## src/hw/rtl/debrf_pkg.sv

```systemverilog
// Shared types, widths and constants for the dual EMA baseline removal filter.
`default_nettype none

package debrf_pkg;

    // Field and register widths
    localparam int SAMPLE_W  = 18;
    localparam int DECAY_W   = 16;
    localparam int LIMIT_W   = 15;
    localparam int COUNT_W   = 16;
    localparam int VALUE_W   = 16;
    localparam int CFG_IDX_W = 3;
    localparam int CFG_W     = 18;

    // Accumulator widths: sum is Q40.8, weight is Q16.16
    localparam int SUM_W    = 48;
    localparam int WEIGHT_W = 32;
    // The weight is at least 1.0 after an update, so the top 15 bits of the
    // quotient sum * 2^16 / weight are always zero.
    localparam int MEAN_W   = 49;

    // Serial step counts and the step counter width
    localparam int STEP_W = 6;
    localparam logic [STEP_W-1:0] MUL_LAST   = 6'd15;  // 16 decay bits
    localparam logic [STEP_W-1:0] DIV_LAST   = 6'd48;  // 49 quotient bits
    localparam logic [STEP_W-1:0] SCALE_LAST = 6'd19;  // 20 bits through the /20

    // Scaling of the mean difference
    localparam int SCALE_IN_W = 20;
    localparam logic [5:0] SCALE_DIVISOR = 6'd20;
    // 20 * 2^15: any difference at or above this cannot land in range
    localparam logic [SCALE_IN_W-1:0] SCALE_LIMIT = 20'd655360;

    // Valid emitted words needed before the buffer counts as ready
    localparam logic [COUNT_W-1:0] FILL_COUNT = 16'd256;

    // Register indexes
    localparam logic [CFG_IDX_W-1:0] REG_SHORT_DECAY   = 3'd0;
    localparam logic [CFG_IDX_W-1:0] REG_LONG_DECAY    = 3'd1;
    localparam logic [CFG_IDX_W-1:0] REG_SIG_THRESHOLD = 3'd2;
    localparam logic [CFG_IDX_W-1:0] REG_OUTPUT_LIMIT  = 3'd3;
    localparam logic [CFG_IDX_W-1:0] REG_START_TIMEOUT = 3'd4;

    // Register reset values
    localparam logic [DECAY_W-1:0]  RST_SHORT_DECAY   = 16'd58137;
    localparam logic [DECAY_W-1:0]  RST_LONG_DECAY    = 16'd63984;
    localparam logic [SAMPLE_W-1:0] RST_SIG_THRESHOLD = 18'd10000;
    localparam logic [LIMIT_W-1:0]  RST_OUTPUT_LIMIT  = 15'd12800;
    localparam logic [COUNT_W-1:0]  RST_START_TIMEOUT = 16'd2500;

    typedef enum logic [2:0] {
        ST_IDLE,
        ST_MUL,
        ST_UPD,
        ST_DIV,
        ST_DIFF,
        ST_SCALE,
        ST_DONE
    } state_t;

    // Sequencer commands to an averaging lane
    typedef struct packed {
        logic clear;     // return sum and weight to zero
        logic load_mul;  // start the decay multiply
        logic mul_step;  // one decay bit
        logic update;    // commit sum and weight, load the divider
        logic div_step;  // one quotient bit
    } lane_ctrl_t;

endpackage

`default_nettype wire

```

## src/hw/rtl/debrf_if.sv

```systemverilog
// Handshake channels for sensor samples and filter results.
`default_nettype none

interface debrf_sample_if;
    logic                          valid;
    logic                          ready;
    logic [debrf_pkg::SAMPLE_W-1:0] sensor_sample;

    modport source (output valid, output sensor_sample, input ready);
    modport sink   (input valid, input sensor_sample, output ready);
endinterface

interface debrf_result_if;
    logic                                valid;
    logic                                ready;
    logic                                sample_valid;
    logic signed [debrf_pkg::VALUE_W-1:0] filtered_value;
    logic                                sensor_active;
    logic                                buffer_ready;
    logic                                start_fault;

    modport source (output valid, output sample_valid, output filtered_value,
                    output sensor_active, output buffer_ready, output start_fault,
                    input ready);
    modport sink   (input valid, input sample_valid, input filtered_value,
                    input sensor_active, input buffer_ready, input start_fault,
                    output ready);
endinterface

`default_nettype wire

```

## src/hw/rtl/dual_ema_baseline_removal_filter.sv

```systemverilog
// Top level of the dual EMA baseline removal filter: sequencer, start detector and scaling.
`default_nettype none

// One sensor sample in, one result word out, always. Before the sensor has
// started (first sample above 1) idle samples are counted; once the count
// passes start_timeout the block reports start_fault and returns to its reset
// state, registers apart. A sample above signal_threshold updates a short and
// a long weight-normalised exponential average; the short mean minus the long
// mean, divided by 20, is emitted as signed Q8.8 when its magnitude is at most
// output_limit, otherwise sample_valid is low and filtered_value is zero.
// Steps: a filtered sample runs from acceptance through the bit-serial decay
// multiply, the update, the bit-serial mean divide, the difference, the
// bit-serial divide by 20 and the result back to idle; a sample that is not
// filtered goes from acceptance straight to the result and back to idle.
// Both averages run side by side in their own lanes. One sample is in work at
// a time and is held in a register once accepted; the result sits in an
// output register, so a new sample may be accepted while the previous word
// waits to be taken. A word that is still not taken when the next one is
// done holds the block in its last state. Configuration writes belong to
// idle periods.
module dual_ema_baseline_removal_filter (
    input  wire logic                                 clk,
    input  wire logic                                 rst_n,
    debrf_sample_if.sink                              samples,
    debrf_result_if.source                            results,
    input  wire logic                                 cfg_we,
    input  wire logic [debrf_pkg::CFG_IDX_W-1:0]      cfg_index,
    input  wire logic [debrf_pkg::CFG_W-1:0]          cfg_data
);

    localparam int CW = debrf_pkg::COUNT_W;

    // Configuration registers
    logic [debrf_pkg::DECAY_W-1:0]  short_decay_reg;
    logic [debrf_pkg::DECAY_W-1:0]  long_decay_reg;
    logic [debrf_pkg::SAMPLE_W-1:0] threshold_reg;
    logic [debrf_pkg::LIMIT_W-1:0]  limit_reg;
    logic [CW-1:0]                  timeout_reg;

    // Sequencer and block state
    debrf_pkg::state_t              state_reg, state_next;
    logic [debrf_pkg::STEP_W-1:0]   step_reg;
    logic                           started_reg;
    logic                           ready_reg;
    logic [CW-1:0]                  count_reg;
    logic                           fault_reg;
    logic                           filt_reg;
    logic [debrf_pkg::SAMPLE_W-1:0] sample_reg;

    // Scaling datapath
    logic                               neg_reg;
    logic                               big_reg;
    logic [4:0]                         srem_reg;
    logic [debrf_pkg::SCALE_IN_W-1:0]   squo_reg;

    // Output word register
    logic                               res_vld_reg;
    logic                               res_sv_reg;
    logic [debrf_pkg::VALUE_W-1:0]      res_val_reg;
    logic                               res_started_reg;
    logic                               res_ready_reg;
    logic                               res_fault_reg;

    // Combinational signals
    debrf_pkg::lane_ctrl_t          lane_ctrl;
    logic [debrf_pkg::MEAN_W-1:0]   mean_short, mean_long;
    logic                           accept;
    logic                           out_free;
    logic                           done_fire;
    logic                           step_zero;
    logic [debrf_pkg::SAMPLE_W-1:0] s_in;
    logic                           above_one;
    logic [CW-1:0]                  idle_inc;
    logic                           fault_now;
    logic                           filt_now;
    logic [debrf_pkg::MEAN_W:0]     mean_diff, mean_mag;
    logic                           big_now;
    logic [5:0]                     sc_trial, sc_sub;
    logic                           sc_ge;
    logic [debrf_pkg::LIMIT_W-1:0]  q_mag;
    logic                           in_range;
    logic                           valid_now;
    logic [debrf_pkg::VALUE_W-1:0]  value_now;
    logic [CW-1:0]                  fill_inc;
    logic                           ready_now;

    // ------------------------------------------------------------------
    // Configuration port: unknown indexes are ignored
    // ------------------------------------------------------------------
    always_ff @(posedge clk or negedge rst_n)
    begin
        if (!rst_n)
        begin
            short_decay_reg <= debrf_pkg::RST_SHORT_DECAY;
            long_decay_reg  <= debrf_pkg::RST_LONG_DECAY;
            threshold_reg   <= debrf_pkg::RST_SIG_THRESHOLD;
            limit_reg       <= debrf_pkg::RST_OUTPUT_LIMIT;
            timeout_reg     <= debrf_pkg::RST_START_TIMEOUT;
        end
        else if (cfg_we)
        begin
            unique case (cfg_index)
                debrf_pkg::REG_SHORT_DECAY:   short_decay_reg <= cfg_data[debrf_pkg::DECAY_W-1:0];
                debrf_pkg::REG_LONG_DECAY:    long_decay_reg  <= cfg_data[debrf_pkg::DECAY_W-1:0];
                debrf_pkg::REG_SIG_THRESHOLD: threshold_reg   <= cfg_data[debrf_pkg::SAMPLE_W-1:0];
                debrf_pkg::REG_OUTPUT_LIMIT:  limit_reg       <= cfg_data[debrf_pkg::LIMIT_W-1:0];
                debrf_pkg::REG_START_TIMEOUT: timeout_reg     <= cfg_data[CW-1:0];
                default: ;
            endcase
        end
    end

    // ------------------------------------------------------------------
    // Start detector and filter decision, evaluated on the accepted word
    // ------------------------------------------------------------------
    always_comb
    begin
        s_in      = samples.sensor_sample;
        above_one = (s_in > 18'd1);
        idle_inc  = (count_reg != '1) ? count_reg + 1'b1 : count_reg;
        // the idle count saturates, so the largest timeout never faults
        fault_now = !started_reg && !above_one && (idle_inc > timeout_reg);
        filt_now  = !fault_now && (s_in > threshold_reg);
    end

    // ------------------------------------------------------------------
    // Scaling: difference of the means, then divide its magnitude by 20
    // ------------------------------------------------------------------
    always_comb
    begin
        mean_diff = {1'b0, mean_short} - {1'b0, mean_long};
        mean_mag  = mean_diff[debrf_pkg::MEAN_W] ? (~mean_diff + 1'b1) : mean_diff;
        // anything at or above 20 * 2^15 is out of range whatever the limit
        big_now   = (mean_mag[debrf_pkg::MEAN_W:debrf_pkg::SCALE_IN_W] != '0) ||
                    (mean_mag[debrf_pkg::SCALE_IN_W-1:0] >= debrf_pkg::SCALE_LIMIT);

        sc_trial  = {srem_reg, squo_reg[debrf_pkg::SCALE_IN_W-1]};
        sc_sub    = sc_trial - debrf_pkg::SCALE_DIVISOR;
        sc_ge     = (sc_trial >= debrf_pkg::SCALE_DIVISOR);

        q_mag     = squo_reg[debrf_pkg::LIMIT_W-1:0];
        in_range  = !big_reg &&
                    (squo_reg[debrf_pkg::SCALE_IN_W-1:debrf_pkg::LIMIT_W] == '0) &&
                    (q_mag <= limit_reg);
        valid_now = filt_reg && in_range;
        value_now = !valid_now ? '0 :
                    neg_reg    ? (~{1'b0, q_mag} + 1'b1) : {1'b0, q_mag};

        // fill counting stops once the buffer is ready
        fill_inc  = (count_reg != '1) ? count_reg + 1'b1 : count_reg;
        ready_now = ready_reg || (valid_now && (fill_inc >= debrf_pkg::FILL_COUNT));
    end

    // ------------------------------------------------------------------
    // Sequencer
    // ------------------------------------------------------------------
    assign out_free  = !res_vld_reg || results.ready;
    assign accept    = samples.valid && samples.ready;
    assign step_zero = (step_reg == '0);
    assign done_fire = (state_reg == debrf_pkg::ST_DONE) && out_free;

    always_comb
    begin
        state_next = state_reg;
        unique case (state_reg)
            debrf_pkg::ST_IDLE:
            begin
                if (samples.valid)
                    state_next = filt_now ? debrf_pkg::ST_MUL : debrf_pkg::ST_DONE;
            end
            debrf_pkg::ST_MUL:   if (step_zero) state_next = debrf_pkg::ST_UPD;
            debrf_pkg::ST_UPD:   state_next = debrf_pkg::ST_DIV;
            debrf_pkg::ST_DIV:   if (step_zero) state_next = debrf_pkg::ST_DIFF;
            debrf_pkg::ST_DIFF:  state_next = debrf_pkg::ST_SCALE;
            debrf_pkg::ST_SCALE: if (step_zero) state_next = debrf_pkg::ST_DONE;
            debrf_pkg::ST_DONE:  if (out_free) state_next = debrf_pkg::ST_IDLE;
            default:             state_next = debrf_pkg::ST_IDLE;
        endcase
    end

    always_comb
    begin
        samples.ready      = (state_reg == debrf_pkg::ST_IDLE);
        lane_ctrl.clear    = accept && fault_now;
        lane_ctrl.load_mul = accept && filt_now;
        lane_ctrl.mul_step = (state_reg == debrf_pkg::ST_MUL);
        lane_ctrl.update   = (state_reg == debrf_pkg::ST_UPD);
        lane_ctrl.div_step = (state_reg == debrf_pkg::ST_DIV);
    end

    always_ff @(posedge clk or negedge rst_n)
    begin
        if (!rst_n)
        begin
            state_reg   <= debrf_pkg::ST_IDLE;
            step_reg    <= '0;
            started_reg <= 1'b0;
            ready_reg   <= 1'b0;
            count_reg   <= '0;
            fault_reg   <= 1'b0;
            filt_reg    <= 1'b0;
        end
        else
        begin
            state_reg <= state_next;

            // step counter: load on entry to a serial phase, count down in it
            if (accept)
                step_reg <= debrf_pkg::MUL_LAST;
            else if (state_reg == debrf_pkg::ST_UPD)
                step_reg <= debrf_pkg::DIV_LAST;
            else if (state_reg == debrf_pkg::ST_DIFF)
                step_reg <= debrf_pkg::SCALE_LAST;
            else if (!step_zero)
                step_reg <= step_reg - 1'b1;

            if (accept)
            begin
                fault_reg <= fault_now;
                filt_reg  <= filt_now;
                if (fault_now)
                begin
                    // timeout: drop back to the reset state
                    started_reg <= 1'b0;
                    ready_reg   <= 1'b0;
                    count_reg   <= '0;
                end
                else if (!started_reg)
                begin
                    started_reg <= above_one;
                    count_reg   <= above_one ? '0 : idle_inc;
                end
            end
            else if (done_fire && valid_now && !ready_reg)
            begin
                count_reg <= fill_inc;
                ready_reg <= ready_now;
            end
        end
    end

    // Hold the accepted sample for the lane update; the source may move on
    always_ff @(posedge clk)
    begin
        if (accept)
            sample_reg <= s_in;
    end

    // Scaling registers carry payload only
    always_ff @(posedge clk)
    begin
        if (state_reg == debrf_pkg::ST_DIFF)
        begin
            neg_reg  <= mean_diff[debrf_pkg::MEAN_W];
            big_reg  <= big_now;
            srem_reg <= '0;
            squo_reg <= mean_mag[debrf_pkg::SCALE_IN_W-1:0];
        end
        else if (state_reg == debrf_pkg::ST_SCALE)
        begin
            srem_reg <= sc_ge ? sc_sub[4:0] : sc_trial[4:0];
            squo_reg <= {squo_reg[debrf_pkg::SCALE_IN_W-2:0], sc_ge};
        end
    end

    // ------------------------------------------------------------------
    // Averaging lanes
    // ------------------------------------------------------------------
    debrf_ema u_short (
        .clk    (clk),
        .rst_n  (rst_n),
        .ctrl   (lane_ctrl),
        .decay  (short_decay_reg),
        .sample (sample_reg),
        .mean   (mean_short)
    );

    debrf_ema u_long (
        .clk    (clk),
        .rst_n  (rst_n),
        .ctrl   (lane_ctrl),
        .decay  (long_decay_reg),
        .sample (sample_reg),
        .mean   (mean_long)
    );

    // ------------------------------------------------------------------
    // Output word register: hold until taken
    // ------------------------------------------------------------------
    always_ff @(posedge clk or negedge rst_n)
    begin
        if (!rst_n)
            res_vld_reg <= 1'b0;
        else if (done_fire)
            res_vld_reg <= 1'b1;
        else if (results.ready)
            res_vld_reg <= 1'b0;
    end

    always_ff @(posedge clk)
    begin
        if (done_fire)
        begin
            res_sv_reg      <= valid_now;
            res_val_reg     <= value_now;
            res_started_reg <= started_reg;
            res_ready_reg   <= ready_now;
            res_fault_reg   <= fault_reg;
        end
    end

    assign results.valid          = res_vld_reg;
    assign results.sample_valid   = res_sv_reg;
    assign results.filtered_value = res_val_reg;
    assign results.sensor_active  = res_started_reg;
    assign results.buffer_ready   = res_ready_reg;
    assign results.start_fault    = res_fault_reg;

    // ------------------------------------------------------------------
    // Assertions
    // ------------------------------------------------------------------
    a_fault_word_clean: assert property (@(posedge clk) disable iff (!rst_n)
        results.valid && results.start_fault |->
            !results.sample_valid && !results.sensor_active && !results.buffer_ready)
        else $error("start fault word carries live status");

    a_dropped_is_zero: assert property (@(posedge clk) disable iff (!rst_n)
        results.valid && !results.sample_valid |-> results.filtered_value == '0)
        else $error("dropped word has a nonzero value");

    a_ready_sticky: assert property (@(posedge clk) disable iff (!rst_n)
        ready_reg && !(accept && fault_now) |=> ready_reg)
        else $error("buffer ready fell without a start fault");

endmodule

`default_nettype wire

```

## src/hw/rtl/debrf_ema.sv

```systemverilog
// One weight-normalised exponential average: serial decay multiply and serial mean divide.
`default_nettype none

module debrf_ema (
    input  wire logic                               clk,
    input  wire logic                               rst_n,
    input  wire debrf_pkg::lane_ctrl_t              ctrl,
    input  wire logic [debrf_pkg::DECAY_W-1:0]      decay,
    input  wire logic [debrf_pkg::SAMPLE_W-1:0]     sample,
    output logic      [debrf_pkg::MEAN_W-1:0]       mean
);

    localparam int SW = debrf_pkg::SUM_W;
    localparam int WW = debrf_pkg::WEIGHT_W;
    localparam int MW = debrf_pkg::MEAN_W;

    logic [SW-1:0]                  sum_reg;
    logic [WW-1:0]                  weight_reg;
    logic [SW-1:0]                  acc_s_reg, acc_s_next;
    logic [WW-1:0]                  acc_w_reg, acc_w_next;
    logic [debrf_pkg::DECAY_W-1:0]  dec_reg;
    logic [WW-1:0]                  rem_reg, rem_next;
    logic [MW-1:0]                  quo_reg, quo_next;

    logic [SW:0]   mul_s, upd_s;
    logic [WW:0]   mul_w, upd_w;
    logic [SW-1:0] sum_upd;
    logic [WW-1:0] weight_upd;
    logic [WW:0]   trial, trial_sub;
    logic          trial_ge;

    always_comb
    begin
        // acc = (acc + bit * x) >> 1 over the decay bits gives floor(x * decay / 2^16)
        mul_s      = {1'b0, acc_s_reg} + (dec_reg[0] ? {1'b0, sum_reg} : '0);
        mul_w      = {1'b0, acc_w_reg} + (dec_reg[0] ? {1'b0, weight_reg} : '0);
        acc_s_next = mul_s[SW:1];
        acc_w_next = mul_w[WW:1];

        // add the new sample (Q.8) and unit weight, saturate
        upd_s      = {1'b0, acc_s_reg} + {{(SW+1-debrf_pkg::SAMPLE_W-8){1'b0}}, sample, 8'd0};
        upd_w      = {1'b0, acc_w_reg} + {{(WW-16){1'b0}}, 17'h1_0000};
        sum_upd    = upd_s[SW] ? '1 : upd_s[SW-1:0];
        weight_upd = upd_w[WW] ? '1 : upd_w[WW-1:0];

        // restoring divide, one quotient bit per step
        trial     = {rem_reg, quo_reg[MW-1]};
        trial_sub = trial - {1'b0, weight_reg};
        trial_ge  = (trial >= {1'b0, weight_reg});
        rem_next  = trial_ge ? trial_sub[WW-1:0] : trial[WW-1:0];
        quo_next  = {quo_reg[MW-2:0], trial_ge};
    end

    always_ff @(posedge clk or negedge rst_n)
    begin
        if (!rst_n)
        begin
            sum_reg    <= '0;
            weight_reg <= '0;
        end
        else if (ctrl.clear)
        begin
            sum_reg    <= '0;
            weight_reg <= '0;
        end
        else if (ctrl.update)
        begin
            sum_reg    <= sum_upd;
            weight_reg <= weight_upd;
        end
    end

    always_ff @(posedge clk)
    begin
        if (ctrl.load_mul)
        begin
            acc_s_reg <= '0;
            acc_w_reg <= '0;
            dec_reg   <= decay;
        end
        else if (ctrl.mul_step)
        begin
            acc_s_reg <= acc_s_next;
            acc_w_reg <= acc_w_next;
            dec_reg   <= {1'b0, dec_reg[debrf_pkg::DECAY_W-1:1]};
        end

        if (ctrl.update)
        begin
            // numerator is sum << 16; its top 15 bits are below the weight
            rem_reg <= {{(WW-15){1'b0}}, sum_upd[SW-1:SW-15]};
            quo_reg <= {sum_upd[SW-16:0], 16'd0};
        end
        else if (ctrl.div_step)
        begin
            rem_reg <= rem_next;
            quo_reg <= quo_next;
        end
    end

    assign mean = quo_reg;

endmodule

`default_nettype wire
```

## src/flat_wrapper.sv

```systemverilog
// flat-port wrapper written by rule: the top's interface ports become plain ports
module dual_ema_baseline_removal_filter_flat 
  (clk, rst_n, cfg_we, cfg_index, cfg_data, samples_valid, samples_sensor_sample, samples_ready, results_valid, results_sample_valid, results_filtered_value, results_sensor_active, results_buffer_ready, results_start_fault, results_ready);
  debrf_sample_if samples_i ();
  debrf_result_if results_i ();
  input  wire logic clk;
  input  wire logic rst_n;
  input  wire logic cfg_we;
  input  wire logic [debrf_pkg::CFG_IDX_W-1:0] cfg_index;
  input  wire logic [debrf_pkg::CFG_W-1:0] cfg_data;
  input wire logic [$bits(samples_i.valid)-1:0] samples_valid;
  input wire logic [$bits(samples_i.sensor_sample)-1:0] samples_sensor_sample;
  output wire logic [$bits(samples_i.ready)-1:0] samples_ready;
  output wire logic [$bits(results_i.valid)-1:0] results_valid;
  output wire logic [$bits(results_i.sample_valid)-1:0] results_sample_valid;
  output wire logic [$bits(results_i.filtered_value)-1:0] results_filtered_value;
  output wire logic [$bits(results_i.sensor_active)-1:0] results_sensor_active;
  output wire logic [$bits(results_i.buffer_ready)-1:0] results_buffer_ready;
  output wire logic [$bits(results_i.start_fault)-1:0] results_start_fault;
  input wire logic [$bits(results_i.ready)-1:0] results_ready;
  assign samples_i.valid = samples_valid;
  assign samples_i.sensor_sample = samples_sensor_sample;
  assign samples_ready = samples_i.ready;
  assign results_valid = results_i.valid;
  assign results_sample_valid = results_i.sample_valid;
  assign results_filtered_value = results_i.filtered_value;
  assign results_sensor_active = results_i.sensor_active;
  assign results_buffer_ready = results_i.buffer_ready;
  assign results_start_fault = results_i.start_fault;
  assign results_i.ready = results_ready;
  dual_ema_baseline_removal_filter u_core (.clk(clk), .rst_n(rst_n), .samples(samples_i), .results(results_i), .cfg_we(cfg_we), .cfg_index(cfg_index), .cfg_data(cfg_data));
endmodule
```

## config.mk

```make
export PLATFORM = sky130hd
export DESIGN_NAME = dual_ema_baseline_removal_filter_flat
export DESIGN_NICKNAME = d
export VERILOG_FILES = /design/src/hw/rtl/debrf_pkg.sv /design/src/hw/rtl/debrf_if.sv /design/src/hw/rtl/dual_ema_baseline_removal_filter.sv /design/src/hw/rtl/debrf_ema.sv /design/src/flat_wrapper.sv
export SDC_FILE = /design/constraint.sdc
export NUM_CORES = 2
export LEC_CHECK = 0
export ABC_AREA = 1
export BUFFER_PORTS_ARGS = -buffer_cell sky130_fd_sc_hd__buf_2
export CAP_MARGIN = 5
export CELL_PAD_IN_SITES_DETAIL_PLACEMENT = 1
export CELL_PAD_IN_SITES_GLOBAL_PLACEMENT = 2
export CORE_MARGIN = 2
export CORE_UTILIZATION = 30
export CTS_CLUSTER_SIZE = 20
export DETAILED_ROUTE_END_ITERATION = 10
export GPL_ROUTABILITY_DRIVEN = 0
export HOLD_SLACK_MARGIN = 0.15
export PLACE_DENSITY = 0.69
export SLEW_MARGIN = 0
export SYNTH_ARGS = -nofsm -noshare
export SYNTH_HDL_FRONTEND = slang
export SYNTH_SLANG_ARGS = --single-unit
```

## constraint.sdc

```tcl
create_clock -name clk -period 4.75 [get_ports clk]
set_clock_uncertainty 0.05 [all_clocks]
set_input_delay 0.2375 -clock clk [delete_from_list [all_inputs] [get_ports clk]]
set_output_delay 0.2375 -clock clk [all_outputs]
set_load 0.01 [all_outputs]
```

==> summary.txt <==
Worst setup path
  – CP Cell Sequence: nand3_1 -> fa_1 -> inv_1 -> nand3_1 -> nand2_1 -> a21oi_1 -> o21ai_1 -> buf_4 -> nand2_1 -> nand2_1 -> a21boi_0 -> o21ai_0 -> nand3_1 -> nand3_1 -> nand2_1 -> xor2_1 -> a21oi_1
  – Largest delay share family, worst path: simple AND/OR/NAND/NOR gates
  – Critical Path Source Type: flop
  – Critical path buffers and inverters: 2
  – Critical Path End Type: flop
  – Worst Path Required: 5.27 ns
  – Slowest Stage Delay on Critical Path: 0.80 ns
  – Critical Setup Path Class: flop to flop
  – Crit-path max FO: 11
  – Slowest cell on the critical path: edfxtp_1
  – Arr. time, crit path: 4.76 ns

GRT
  – Initial antenna violation count: 2
  – Global Route Usage Sum: a little over a fifth
  – Largest net degree at the start of global routing: 176
  – Vias in the first global route: roughly 52000
  – Grt total ovfl: 0
  – First-pass GRT wire length: about 300000 um

CTS
  – Worst-case clock buffer depth: 3
  – CTS H-Tree Depth: 3
  – Num CTS Buffers: 88
  – Clock Pin Slew Worst Setup and Hold Paths: 0.06 ns
  – CTS tree: done
  – Clock net sink count: 690
  – Clock Root Buffer: clkbuf_16
  – Later-pin clock latency in the skew report: 0.72 ns

Timing
  – Slew Viols, Final: 0
  – Slew HR: 29.0%
  – FMAX: 0.236 GHz
  – Final Hold Violating Endpoints: 0
  – RSZ-0062 raised after global routing: no
  – Tmin final: 4.24 ns
  – Slack of the critical path: 0.509 ns
  – Final setup violating endpoints: 0
  – Slew @ Worst Pin: roughly 1.1 ns
  – Part of the cycle the worst path needs: 89.3%
  – Sum of negative setup slack: 0 ns

Synthesis
  – Yosys top cell by area: nand2_1
  – Post-Syn Area: 0.0512 mm2
  – Async S/R FF share, synth: 39.3%
  – Warnings from Yosys: 0
  – Syn Area/Cell: 6.84 um2
  – Top FF cell, synth: dfrtp_1
  – Top cells by area, synth: nand2_1 (15%), dfrtp_1 (12%), edfxtp_1 (11%)
  – Post-synth EDFFs: ~190
  – Synth Register Bits: 690
  – Post-synth top area share: 15.3%
  – Synth Instances: 7494
  – Distinct cell type count after synthesis: 68
  – Seq/Total Area, Yosys: 33.4%
  – Mapped Nets: approximately 7900

Pwr
  – Clock Power Share: 52.8%
  – Max IR drop VDD: 249 uV
  – Leakage: ~30 nW
  – Final Power: between 10 and 15 mW
  – Power per cell area: roughly 250 mW/mm2
  – Switch Pwr: around 3.5 mW
  – Internal power: 10.9 mW
  – Comb pwr share: 3.5%
  – Seq pwr share: approximately 44%
  – Sw Ratio: 24.1%

Run
  – Max Cap Violations: 0

Routing
  – Final WL: 193000 um
  – Residual DRC: 0
  – Post-DRT Antenna Nets: 0
  – Wirelength per Cell: around 20 um
  – Initial DRC Count: 2565
  – Via Count: 49315
  – Via-to-Cell Ratio: 4.99
  – Drt pass-1 iters: 8

Floorplanning
  – Die Footprint: 0.174 mm2
  – Die Y: approximately 420 um
  – Core area: 0.169 mm2
  – Starting density of the core: 30.2%
  – Chip Width: 417 um
  – Row cnt: 151
  – # IOs: 66

Layout
  – Design area: between 0.05 and 0.06 mm2
  – Final net count: 8001
  – Commonest non-fill, non-tap cells in the layout: nand2_1 (2084), inv_1 (1169), o21ai_0 (707)
  – Layout cell share with drive strength beyond 1: 5.89%
  – Post-Layout Cell Count: 9880
  – Commonest non-fill, non-tap cell in the layout: nand2_1
  – P&R area growth vs syn: 13.6%

Placed design
  – Placed Area: 0.0544 mm2
  – Dpl hpwl: 150000 um
  – Place WS: 0.367 ns
  – Port Buffers: 65
  – Post-Place Cells: 9664

Run status
  – Run status: complete, no violations

Worst hold path
  – HP Class: input port to flop
## worst paths after layout
check	startpoint	end	slack [ns]	cells past startpoint
worst min register to register	u_core.u_short.rem_reg[31]$_SDFFE_PP0P_	u_core.u_short.rem_reg[31]$_SDFFE_PP0P_	0.42	2
max in group asynchronous	rst_n	u_core.threshold_reg[17]$_DFFE_PN0P_	3.20	4
min in group asynchronous	rst_n	u_core.u_long.sum_reg[45]$_DFFE_PN0P_	0.68	4
worst min-delay path	cfg_index[2]	u_core.threshold_reg[9]$_DFFE_PN1P_	0.21	5
worst max register to register	u_core.u_long.dec_reg[0]$_DFFE_PP_	u_core.u_long.acc_s_reg[45]$_SDFFE_PP0P_	0.51	17
worst max-delay path	u_core.u_long.dec_reg[0]$_DFFE_PP_	u_core.u_long.acc_s_reg[45]$_SDFFE_PP0P_	0.51	17
## worst min-delay path, delay by kind of cell
kind,cells,cell delay (ns)
AND/OR/NAND/NOR,2,0.18
buffers and inverters,2,0.42
AO/OA/AOI/OAI,1,0.12
## area by class of cell
type | instances | area [um2]
diodes | 1 | 2.50
repair buffers | 192 | 1610
multi-input cells | 5427 | 29000
inverters | 1186 | 4460
fillers | 21268 | 111000
clock buffers | 111 | 2440
well taps | 2218 | 2780
flip-flops and latches | 690 | 17100
clock inverters | 55 | 801
## through the flow
stage / utilization [%] / hold slack (ns)
2_1_floorplan: - / -0.108
3_3_place_gp: 32.1 / 0.183
3_5_place_dp: 32.1 / 0.186
4_1_cts: 34.3 / 0.175
5_1_grt: 34.3 / 0.198
6_report: 34.3 / 0.213
## routing by layer
layer	up-vias	track usage, %	share of wire [%]
met3	221	2.13	2.5
met4	2	5.19	2.4
met1	23870	29.1	47
met5	-	0	0.0067
li1	24640	-	-
met2	582	38.3	48
## cells by family after synthesis
kind of cell,after synthesis,synth area share [%]
compound gates,1608,17.3
buf+inv,1377,10.2
fa+ha+maj,372,9.22
simple gates,3190,25.6
flops,690,33.4
xor+xnor,257,4.39
## power groups by stage
stage / sequential, mW / clock, mW / combinational (mW)
after floorplan: 6.38 / 0 / 0.272
after global placement: 6.40 / 0 / 0.446
after detailed placement: 6.40 / 0 / 0.467
after CTS: 6.28 / 7.82 / 0.507
after global routing: 6.30 / 7.99 / 0.584
final: 6.28 / 7.59 / 0.498
## timing repair
| action | in CTS | in global routing |
|---|---|---|
| gates resized for setup | 0 | 5 |
| hold endpoints to repair | 350 | 0 |
| hold buffers | 49 | 0 |
| endpoints found under the setup margin | 0 | 123 |
| setup buffers | 0 | 0 |
## cell usage after synthesis, types with 47 or more instances
cell / instances
dfxtp_1: 231
ha_1: 363
a21oi_1: 522
o211ai_1: 51
xnor2_1: 113
nor2_1: 512
o21ai_0: 707
clkbuf_1: 158
edfxtp_1: 188
nor3_1: 90
a31oi_1: 70
inv_1: 1170
nand2_1: 2089
o22ai_1: 47
nand4_1: 67
nand3_1: 275
dfrtp_1: 240
xor2_1: 144
(Power assumes the default switching activity.)
